`src/design/tdpg_divider.sv`:
```
// iterative restoring divider, one quotient bit per cycle
module tdpg_divider #(
   parameter int WIDTH = 32
) (
   input  logic             clock,
   input  logic             reset,
   input  logic             start,
   input  logic [WIDTH-1:0] dividend,
   input  logic [WIDTH-1:0] divisor,
   output logic             done,
   output logic [WIDTH-1:0] quotient,
   output logic [WIDTH-1:0] remainder
);

   localparam int CNT_W = $clog2(WIDTH + 1);

   logic             running_ff, running_in;
   logic             done_ff, done_in;
   logic [CNT_W-1:0] cnt_ff, cnt_in;
   logic [WIDTH-1:0] quo_ff, quo_in;
   logic [WIDTH-1:0] rem_ff, rem_in;
   logic [WIDTH-1:0] dvs_ff, dvs_in;
   logic [WIDTH:0]   shifted;
   logic [WIDTH:0]   trial;
   logic             fits;

   assign shifted = {rem_ff, quo_ff[WIDTH-1]};
   assign trial   = shifted - {1'b0, dvs_ff};
   assign fits    = shifted >= {1'b0, dvs_ff};

   always_comb begin
      running_in = running_ff;
      done_in    = 1'b0;
      cnt_in     = cnt_ff;
      quo_in     = quo_ff;
      rem_in     = rem_ff;
      dvs_in     = dvs_ff;
      if (start) begin
         running_in = 1'b1;
         cnt_in     = CNT_W'(WIDTH);
         quo_in     = dividend;
         rem_in     = '0;
         dvs_in     = divisor;
      end else if (running_ff) begin
         rem_in = fits ? trial[WIDTH-1:0] : shifted[WIDTH-1:0];
         quo_in = {quo_ff[WIDTH-2:0], fits};
         cnt_in = cnt_ff - CNT_W'(1);
         if (cnt_ff == CNT_W'(1)) begin
            running_in = 1'b0;
            done_in    = 1'b1;
         end
      end
   end

   always_ff @(posedge clock) begin
      if (reset) begin
         running_ff <= 1'b0;
         done_ff    <= 1'b0;
         cnt_ff     <= '0;
      end else begin
         running_ff <= running_in;
         done_ff    <= done_in;
         cnt_ff     <= cnt_in;
      end
      quo_ff <= quo_in;
      rem_ff <= rem_in;
      dvs_ff <= dvs_in;
   end

   assign done      = done_ff;
   assign quotient  = quo_ff;
   assign remainder = rem_ff;

endmodule

```
`config.mk`:
```
export PLATFORM = sky130hd
export DESIGN_NAME = tdpg_divider
export DESIGN_NICKNAME = d
export VERILOG_FILES = /design/src/design/tdpg_divider.sv
export SDC_FILE = /design/constraint.sdc
export NUM_CORES = 1
export LEC_CHECK = 0
export BUFFER_PORTS_ARGS = -buffer_cell sky130_fd_sc_hd__buf_4
export CORE_MARGIN = 5
export CORE_UTILIZATION = 23
export DETAILED_ROUTE_END_ITERATION = 8
export GPL_ROUTABILITY_DRIVEN = 0
export HOLD_SLACK_MARGIN = 0.02
export PLACE_DENSITY_LB_ADDON = 0.15
export SYNTH_ARGS = -nofsm -noshare
export SYNTH_HDL_FRONTEND = slang
export SYNTH_SLANG_ARGS = --single-unit
```
`constraint.sdc`:
```
create_clock -name clock -period 3.08 [get_ports clock]
set_input_delay 0.154 -clock clock [delete_from_list [all_inputs] [get_ports clock]]
set_output_delay 0.154 -clock clock [all_outputs]
set_load 0.1 [all_outputs]
```
After elaboration in Yosys (flattened, before gate mapping)
Index checks and enable logic that the tools add are counted.

storage, ports and cells
  output and inout port bits = 65
  register bits = 104
  bits of input ports = 67

cells by class
  bitwise logic cells = 1
  multiplexer cells = 9
  equality and inequality tests = 1
  order comparisons = 1
  add/sub/neg operators = 2
  reduce and logical (&&, ||, !) cells = 3

operators with widths
  kind                                               count
  2-to-1 mux 32 bit                                  3
  greater-or-equal comparator 33 x 32 -> 1 bit       1
  subtractor 32 bit                                  1
  2-to-1 mux 6 bit                                   2
  == test 6 x 1 -> 1 bit (second input constant)     1
  subtractor 6 x 1 -> 6 bit (second input constant)  1
  2-to-1 mux 1 bit                                   4
  OR reduction 3 bit                                 1
  nonzero test 2 bit                                 1
  OR reduction 2 bit                                 1
  inverter 1 bit                                     1

Logic depth before layout (Yosys ltp)
Gate-level depths: netlist of run 1.

  depth after elaboration = 4
  gate-level depth with buffers = 13
  depth with buffers taken out = 12

Worst setup path after synthesis of run 1
No wires, ideal clock.

  kind = flip-flop to flip-flop
  from = reg rem_ff[25] (netlist: remainder[25])
  to = reg quo_ff[0] (netlist: quotient[0]) (data pin)
  path buffers = 3
  cell stages (with the launch flop) = 12
  arrival time = 3.182 ns
  setup time = 0.260 ns
  clock period less this slack = 3.443 ns
  slack = -0.363 ns
  cell sequence = dfxtp_1 ha_1 buf_6 a211o_1 and3_4 nor3_2 o21ai_1 a211o_1 a41o_2 buf_6 buf_6 mux2_4

on the way
  word-level cells in the longest chain between the ends = 3

RTL lines
  item                                          line  RTL
  start, declared                               21    logic [WIDTH-1:0] rem_ff, rem_in;
  start signal, assigned                        66    rem_ff <= rem_in;
  greater-or-equal comparator 33 x 32 -> 1 bit  29    assign fits = shifted >= {1'b0, dvs_ff};
  2-to-1 mux 32 bit                             44    end else if (running_ff) begin
  2-to-1 mux 32 bit                             38    if (start) begin
  named net quo_in[0]                           20    logic [WIDTH-1:0] quo_ff, quo_in;
  end signal, assigned                          65    quo_ff <= quo_in;
  end, declared                                 20

The timed path passes the listed nets, and every way through them passes these cells. The select of a mux whose other input is x is not followed.
A chain may end at the register's enable or synchronous reset.

Worst setup path after layout of run 1
  from = reg quo_ff[31] (netlist: quotient[31])
  to = reg rem_ff[26] (netlist: remainder[26])

on the way
  word-level cells in the longest chain between the ends = 2

RTL lines
  item                                                                                      line    RTL
  subtractor 32 bit / greater-or-equal comparator 33 x 32 -> 1 bit (equally long branches)  28, 29
  2-to-1 mux 32 bit (*)                                                                     45      rem_in = fits ? trial[WIDTH-1:0] : shifted[WIDTH-1:0];

Mark *: on every way between the ends. The rest lies on a longest branch, timed or not.

==> flow_summary.rst, run 1 <==
.. list-table::
   :header-rows: 1

   * - Metric
     - Value
   * - Seq/Total Area, Yosys
     - roughly 46%
   * - Antenna violations before repair
     - 0
   * - YS warnings
     - 0
   * - Post-placement cell count
     - 1033
   * - Fraction of final layout cells sized beyond drive strength 1
     - 31.3%
   * - First-pass GRT wire length
     - 27500 um
   * - Floorplan die width
     - approximately 170 um
   * - Most frequent cells in the layout
     - buf_4 (143), edfxtp_1 (64), nand2_1 (60)
   * - Detailed-route DRC error count
     - 0
   * - Required time at the worst-slack endpoint
     - 3.36 ns
   * - Number of sinks on the clock net
     - 104
   * - Total nets after synthesis
     - 684
   * - Category of the critical setup timing path
     - reg2reg
   * - Met2 wire length
     - 8190 um
   * - Longest Clk Path Bufs
     - 2
   * - Area growth, synth to finish
     - 34.3%
   * - Length of routed met3 wiring
     - 1250 um
   * - Final Hold Viols
     - 0
   * - Worst clock skew
     - 0.0115 ns
   * - Remaining global-route overflow
     - 0
   * - Worst setup startpoint
     - quotient[31]
   * - CP arrival
     - about 3.2 ns
   * - TritonCTS Buffers
     - 9
   * - Vias in the first global route
     - ~5.1k
   * - CTS Root Buffer Type
     - clkbuf_16
   * - H-tree lvl count
     - 3
   * - Worst-case vdd ir drop
     - between 0.3 and 0.4 mV
   * - Highest metal used
     - met4
   * - Effective utilization at floorplan
     - 23.1%
   * - Sum of net half-perimeters after detailed placement
     - 13000 um
   * - Total number of vias
     - 4892
   * - Final ANT Viol Nets
     - 0
   * - Placeable Area
     - roughly 26000 sq um
   * - Share of the synthesized area in the top cell type
     - 32.2%
   * - Post-synthesis cell count
     - 582
   * - Top FF cell, synth
     - edfxtp_1
   * - Max Fanout on Critical Path
     - 4
   * - Clock latency at the later pin of the worst-skew pair
     - 0.36 ns
   * - Yosys top cell by area
     - edfxtp_1
   * - Critical R2R Launch
     - quotient[31]
   * - Worst min-delay path class
     - in2reg
   * - Commonest non-fill, non-tap cell in the layout
     - buf_4
   * - Mean number of vias per cell
     - 4.52
   * - Setup repair after global routing missed its margin
     - false
   * - Number of DRC markers after the initial detailed-route iteration
     - 214
   * - Final cycle utilization of the critical path
     - 95.2%
   * - Cell Pwr Density
     - 579 nW/um^2
   * - Share of flip-flops with an asynchronous set or reset
     - 0%
   * - Number of synthesized register bits
     - 104
   * - Row cnt
     - 59
   * - Post-layout net count
     - around 850
   * - Top area cells in the synthesized netlist
     - edfxtp_1 (32%), dfxtp_1 (13%), ha_1 (7.1%)
   * - All-layer global routing usage
     - 11.8%
   * - Cell area after layout
     - roughly 8000 sq um
   * - Die Height
     - roughly 170 um
   * - Die Area
     - 29300 sq um
   * - Number of standard cells in the layout, taps in and fillers out
     - around 1.1k
   * - Boundary Pins
     - 132
   * - Placed Instance Area
     - 7370 sq um
   * - Reported leakage power
     - 0.00337 uW
   * - Number of distinct library cells after synthesis
     - a little over 60
   * - Slew margin rel.
     - 57.4%
   * - Antenna Cells
     - 0
   * - Measured slew at the worst slew-check pin
     - 0.638 ns
   * - Clock-pin slew on the worst setup and hold paths
     - 0.08 ns
   * - Synth Cell Area
     - 5970 sq um
   * - Element type at the critical path end
     - flip-flop
   * - Largest net degree at the start of global routing
     - 92
   * - Clock period minus worst slack
     - 2.93 ns
   * - Sum of routed wire length over all layers
     - 17400 um
   * - Count of TritonRoute iterations in the first routing pass
     - 4
   * - Detailed-route wire length per cell
     - 16.1 um
   * - Wl on met1
     - 7800 um
   * - Max-slew violation count
     - 0
   * - Worst Min Path Start
     - dividend[28]
   * - Avg Inst Size Synth
     - 10.3 sq um
   * - Outcome
     - finished clean
   * - Port Buffer Count
     - between 100 and 150
   * - Achievable clock frequency
     - 341 MHz
   * - Count of flip-flops with a built-in enable after synthesis
     - 64
   * - Clock tree from TritonCTS
     - yes
   * - Max-cap check violation count
     - 0
   * - Startpoint class of the critical path
     - flip-flop
   * - Setup-failing EPs final
     - 0
final cells by class:
cell class              instances  area [sq um]
flip-flops and latches        104          2740
multi-input cells             407          2950
well taps                     335           419
inverters                      42           158
repair buffers                179          1460
clock inverters                 7          65.1
fillers                      2707         17800
clock buffers                   9           225
path summary, 6_finish.rpt:
kind / to / slack (ns) / cells past startpoint
setup / recovery: remainder[26] / 0.15 / 12
hold / removal: quotient[28] / 0.08 / 2
setup reg to reg: remainder[26] / 0.15 / 12
hold reg to reg: remainder[3] / 0.50 / 2
worst max-delay path, cell delays in order, from the launching register on:
cell,delay [ns]
edfxtp_1,0.47
inv_1,0.08
ha_2,0.20
fa_2,0.37
nor2b_4,0.14
o2111a_2,0.24
a2111oi_4,0.06
o211ai_2,0.20
o211ai_2,0.20
nor3_4,0.30
nor3_1,0.09
or3_1,0.34
a211oi_2,0.17
per-stage QoR:
step                hold WS (ns)  TNS [ns]  total power [uW]  utilization [%]  setup WS, ns
floorplan                  0.223    -0.469              3040                -        -0.138
global placement           0.333         0              3480             28.5        0.0492
detailed placement         0.333         0              3480             28.5        0.0499
CTS                       0.0748         0              4710             30.9        0.0173
global route              0.0699         0              4900             31.0        0.0105
finish                    0.0846         0              4640             31.0         0.148
timing repair:
item | CTS | global route
gates resized for setup | 0 | 3
endpoints found under the setup margin | 0 | 11
hold buffers | 33 | 0
endpoints found under the hold margin | 34 | 0
buffers inserted | 0 | 1
state kept, by name, summed over array words and instances, names as in the netlist:
register and cells:
running_ff 1, cnt_ff 6, remainder 32, done 1, dvs_ff 32, quotient 32
report_power, final:
group | internal (uW) | switching (uW) | leakage, uW | total, uW
sequential | 1620 | 98.9 | 0.000969 | 1720
clock | 569 | 591 | 0.000139 | 1160
combinational | 569 | 1190 | 0.00227 | 1760
total | 2760 | 1880 | 0.00337 | 4640
kinds of logic (layout without fill, tap and decap cells):
kind of cell	after synthesis	in the layout	share of synthesized area, %
adder cells (fa/ha/maj)	35	35	7.46
AO/OA/AOI/OAI	147	147	17.7
flip-flops	104	104	45.6
buffers and inverters	71	237	5.36
XOR/XNOR	28	28	4.11
AND/OR/NAND/NOR	157	157	12.3
multiplexers	40	40	7.46
synthesized netlist by cell type, types with 10 or more instances:
library cell and instances:
edfxtp_1 64, nand2_1 60, a21oi_1 46, nor2_1 44, inv_1 42, dfxtp_1 40, ha_1 34, mux2_2 31
xnor2_1 17, o21ai_0 15, clkbuf_1 13, nor3_1 12, xor2_1 11, a21o_1 10, a311oi_1 10
per-layer routing:
layer / up-vias / global-route usage (%)
met5: - / 0
met4: 0 / 2.58
met3: 10 / 4.27
met2: 126 / 19.4
met1: 2325 / 15.0
li1: 2431 / -
No activity file was read; power rests on OpenSTA's default activity.
==> run 2: changes to the inputs <==
Settings changed: CORE_ASPECT_RATIO set to 1.4, CTS_CLUSTER_DIAMETER set to 100, GPL_TIMING_DRIVEN set to 0.
==> run 2 against run 1 <==
Compared with the run above:
- maximum frequency down 1.5%
- first-iteration DRC count rose by 21%
- sequential power is essentially flat
- sequential cell count is the same
- combinational power hardly changed
- power shrank 0.28%
- final cell count fell by 0.18%
- cell area rose by 0.17%
- die area grew 0.16%
- critical path type unchanged
- critical endpoint is now quotient[0]
- largest cell class unchanged
- highest routed layer unchanged
==> flow_summary.rst, run 2 (synthesis results as in run 1) <==
.. list-table::
   :header-rows: 1

   * - Metric
     - Value
   * - Outcome
     - finished clean
   * - Die Height
     - 201 um (+17%)
   * - Most repeated library cell on the critical path
     - buf_6
   * - Max-cap check violation count
     - 0 (unchanged)
   * - Total number of vias
     - 4927 (+0.72%)
   * - CTS Root Buffer Type
     - clkbuf_16
   * - Required time at the worst-slack endpoint
     - 3.19 ns (-0.17 ns)
   * - Crit-path max cell delay
     - 0.38 ns (-0.09 ns)
   * - Placeable Area
     - 25500 sq um (-1.4%)
   * - Cell-by-cell trace of the critical path
     - inv_1 > ha_2 > or2_2 > and3_4 > nor3_2 > o21ai_1 > a211o_1 > a41o_2 > buf_6 > buf_6 > mux2_4
   * - Endpoint of the worst hold path
     - quotient[7]
   * - Area growth, synth to finish
     - 34.5%
   * - Commonest non-fill, non-tap cell in the layout
     - buf_4
   * - Register-to-Register Path Depth
     - 11 (-1)
   * - Most frequent cells in the layout
     - buf_4 (132), edfxtp_1 (64), nand2_1 (59)
   * - Setup repair after global routing missed its margin
     - true
   * - Final Core Density
     - 31.5% (+0.50 points)
   * - TritonCTS Buffers
     - 9 (unchanged)
   * - CP arrival
     - 3.09 ns (-0.12 ns)
   * - Multi-input combinational cell area
     - 2980 sq um (+0.98%)
   * - Sum of net half-perimeters after detailed placement
     - 14200 um (+9.6%)
   * - Detailed-route DRC error count
     - 0 (unchanged)
   * - Antenna Cells
     - 0 (unchanged)
   * - Antenna violations before repair
     - 0 (unchanged)
   * - Max Fanout on Critical Path
     - 10 (+6)
   * - Fraction of final layout cells sized beyond drive strength 1
     - 31.1% (-0.18 points)
   * - Clock tree from TritonCTS
     - yes
   * - Die Area
     - 29300 sq um (+0.16%)
   * - Clock-pin slew on the worst setup and hold paths
     - 0.08 ns (about the same)
   * - Worst Min Path Start
     - dividend[7]
   * - Vias in the first global route
     - 5153 (+1.6%)
   * - Boundary Pins
     - 132 (unchanged)
   * - Final ANT Viol Nets
     - 0 (unchanged)
   * - Crit path max-delay cell type
     - edfxtp_1
   * - Longest Clk Path Bufs
     - 2 (unchanged)
   * - Endpoint of the lowest-slack register-to-register path
     - quotient[0]
   * - Category of the critical setup timing path
     - reg2reg
   * - Setup-failing EPs final
     - 0 (unchanged)
   * - Detailed-route wire length per cell
     - 17.2 um (+6.9%)
   * - Largest net degree at the start of global routing
     - 34 (-63%)
   * - Reported leakage power
     - 0.00339 uW (+0.47%)
   * - Effective utilization at floorplan
     - 23.4% (+0.33 points)
   * - Setup tns final
     - 0 ns (unchanged)
   * - Remaining global-route overflow
     - 0 (unchanged)
   * - All-layer global routing usage
     - 12.4% (+0.60 points)
   * - Measured slew at the worst slew-check pin
     - 0.774 ns (+0.136 ns)
   * - Port Buffer Count
     - 131 (unchanged)
   * - Final Hold Viols
     - 0 (unchanged)
   * - Cell area after layout
     - 8030 sq um (+0.17%)
   * - Row cnt
     - 69 (+17%)
   * - Footprint of the flip-flops and latches
     - 2740 sq um (about the same)
   * - Sum of routed wire length over all layers
     - 18600 um (+6.7%)
   * - Post-layout net count
     - 859 (+1.7%)
   * - Mean number of vias per cell
     - 4.56 (+0.90%)
   * - First-pass GRT wire length
     - 28700 um (+4.5%)
   * - Count of TritonRoute iterations in the first routing pass
     - 5 (+1)
   * - Worst min-delay path class
     - in2reg
   * - Floorplan die width
     - 146 um (-15%)
   * - Clock period minus worst slack
     - 2.98 ns (+0.0434 ns)
   * - Clock latency at the later pin of the worst-skew pair
     - 0.37 ns (about the same)
   * - Number of sinks on the clock net
     - 104 (unchanged)
   * - Achievable clock frequency
     - 336 MHz (-1.5%)
   * - Slew margin rel.
     - 48.2% (-9.2 points)
   * - Number of standard cells in the layout, taps in and fillers out
     - 1081 (-0.18%)
   * - Final cycle utilization of the critical path
     - 96.6% (+1.4 points)
   * - Worst clock skew
     - 0.0122 ns (+0.000677 ns)
   * - Worst-case vdd ir drop
     - 0.288 mV (-9.3%)
   * - Post-layout total power
     - 4630 uW (-0.28%)
   * - Startpoint class of the critical path
     - flip-flop
   * - Placed Instance Area
     - 7370 sq um (about the same)
   * - Post-placement cell count
     - 1032 (-0.097%)
   * - FILL cells
     - 2671 (-1.3%)
   * - Max-slew violation count
     - 0 (unchanged)
   * - Critical R2R Launch
     - dvs_ff[27]
   * - Cell Pwr Density
     - 576 nW/um^2 (-0.45%)
   * - H-tree lvl count
     - 3 (unchanged)
   * - Number of DRC markers after the initial detailed-route iteration
     - 258 (+21%)
   * - Number of cells on the worst hold path
     - 2 (unchanged)
   * - Element type at the critical path end
     - flip-flop
   * - Worst reg-to-reg setup slack
     - 0.10 ns (-0.04 ns)
run 2: cell count changes in the layout (fill, tap and decap cells not counted), moves of 3 or more:
cell      previous run  this run
buf_2                0         6
clkbuf_1             0        13
buf_6                0         6
buf_1                0         3
buf_12               3         0
buf_4              143       132
run 2: layout make-up:
| type | instances | share of cell area [%] |
|---|---|---|
| buffer | 28 | 1.98 |
| timing repair buffer | 165 | 16.4 |
| sequential | 104 | 34.1 |
| tap | 319 | 4.97 |
| clock inverter | 6 | 0.639 |
| inverter | 42 | 1.96 |
| multi-input combinational | 407 | 37.1 |
| clock buffer | 10 | 2.85 |
run 2: worst max-delay path: cells and delay by family (launching register included):
kind	cells	cell delay, ns
AO/OA/AOI/OAI	3	0.73
flip-flops	1	0.38
AND/OR/NAND/NOR	3	0.63
adder cells (fa/ha/maj)	1	0.31
multiplexers	1	0.27
buffers and inverters	3	0.40
run 2: per-stage QoR:
stage	worst slack [ns]	hold slack, ns
2_1_floorplan	-0.138	0.223
3_3_place_gp	-0.0442	0.332
6_report	0.104	0.0869
3_5_place_dp	-0.0888	0.333
4_1_cts	0.0599	0.0704
5_1_grt	-0.0403	0.0667
run 2: routing by layer:
layer  share of wire [%]  GRT usage, %  wire length (um)
met3                 4.8          2.64               895
met5                   0             0                 0
met2                  52          22.6              9580
met4                 2.2          4.30               400
met1                  41          14.3              7690
run 2: power breakdown:
group	leakage [uW]	switching [uW]	internal (uW)
Sequential	0.000969	91.0	1620
Clock	0.000136	572	562
Combinational	0.00229	1220	559
run 2: timing repair:
action | 4_1_cts | 5_1_grt
pin swaps | 0 | 4
gates resized for setup | 2 | 6
setup buffers | 0 | 1
hold endpoints to repair | 34 | 0
setup endpoints to repair | 17 | 26
hold buffers | 33 | 0
run 2: how the worst max path moves through the flow:
stage                 startpoint            end  slack (ns)  depth (start not counted)
finish                dvs_ff[27]    quotient[0]        0.10                         11
floorplan           quotient[31]  remainder[30]       -0.14                         12
global placement      dvs_ff[20]  remainder[21]       -0.04                         13
detailed placement    dvs_ff[20]  remainder[25]       -0.09                         13
CTS                   dvs_ff[20]   remainder[3]        0.06                         12
global route          dvs_ff[20]  remainder[25]       -0.04                         13
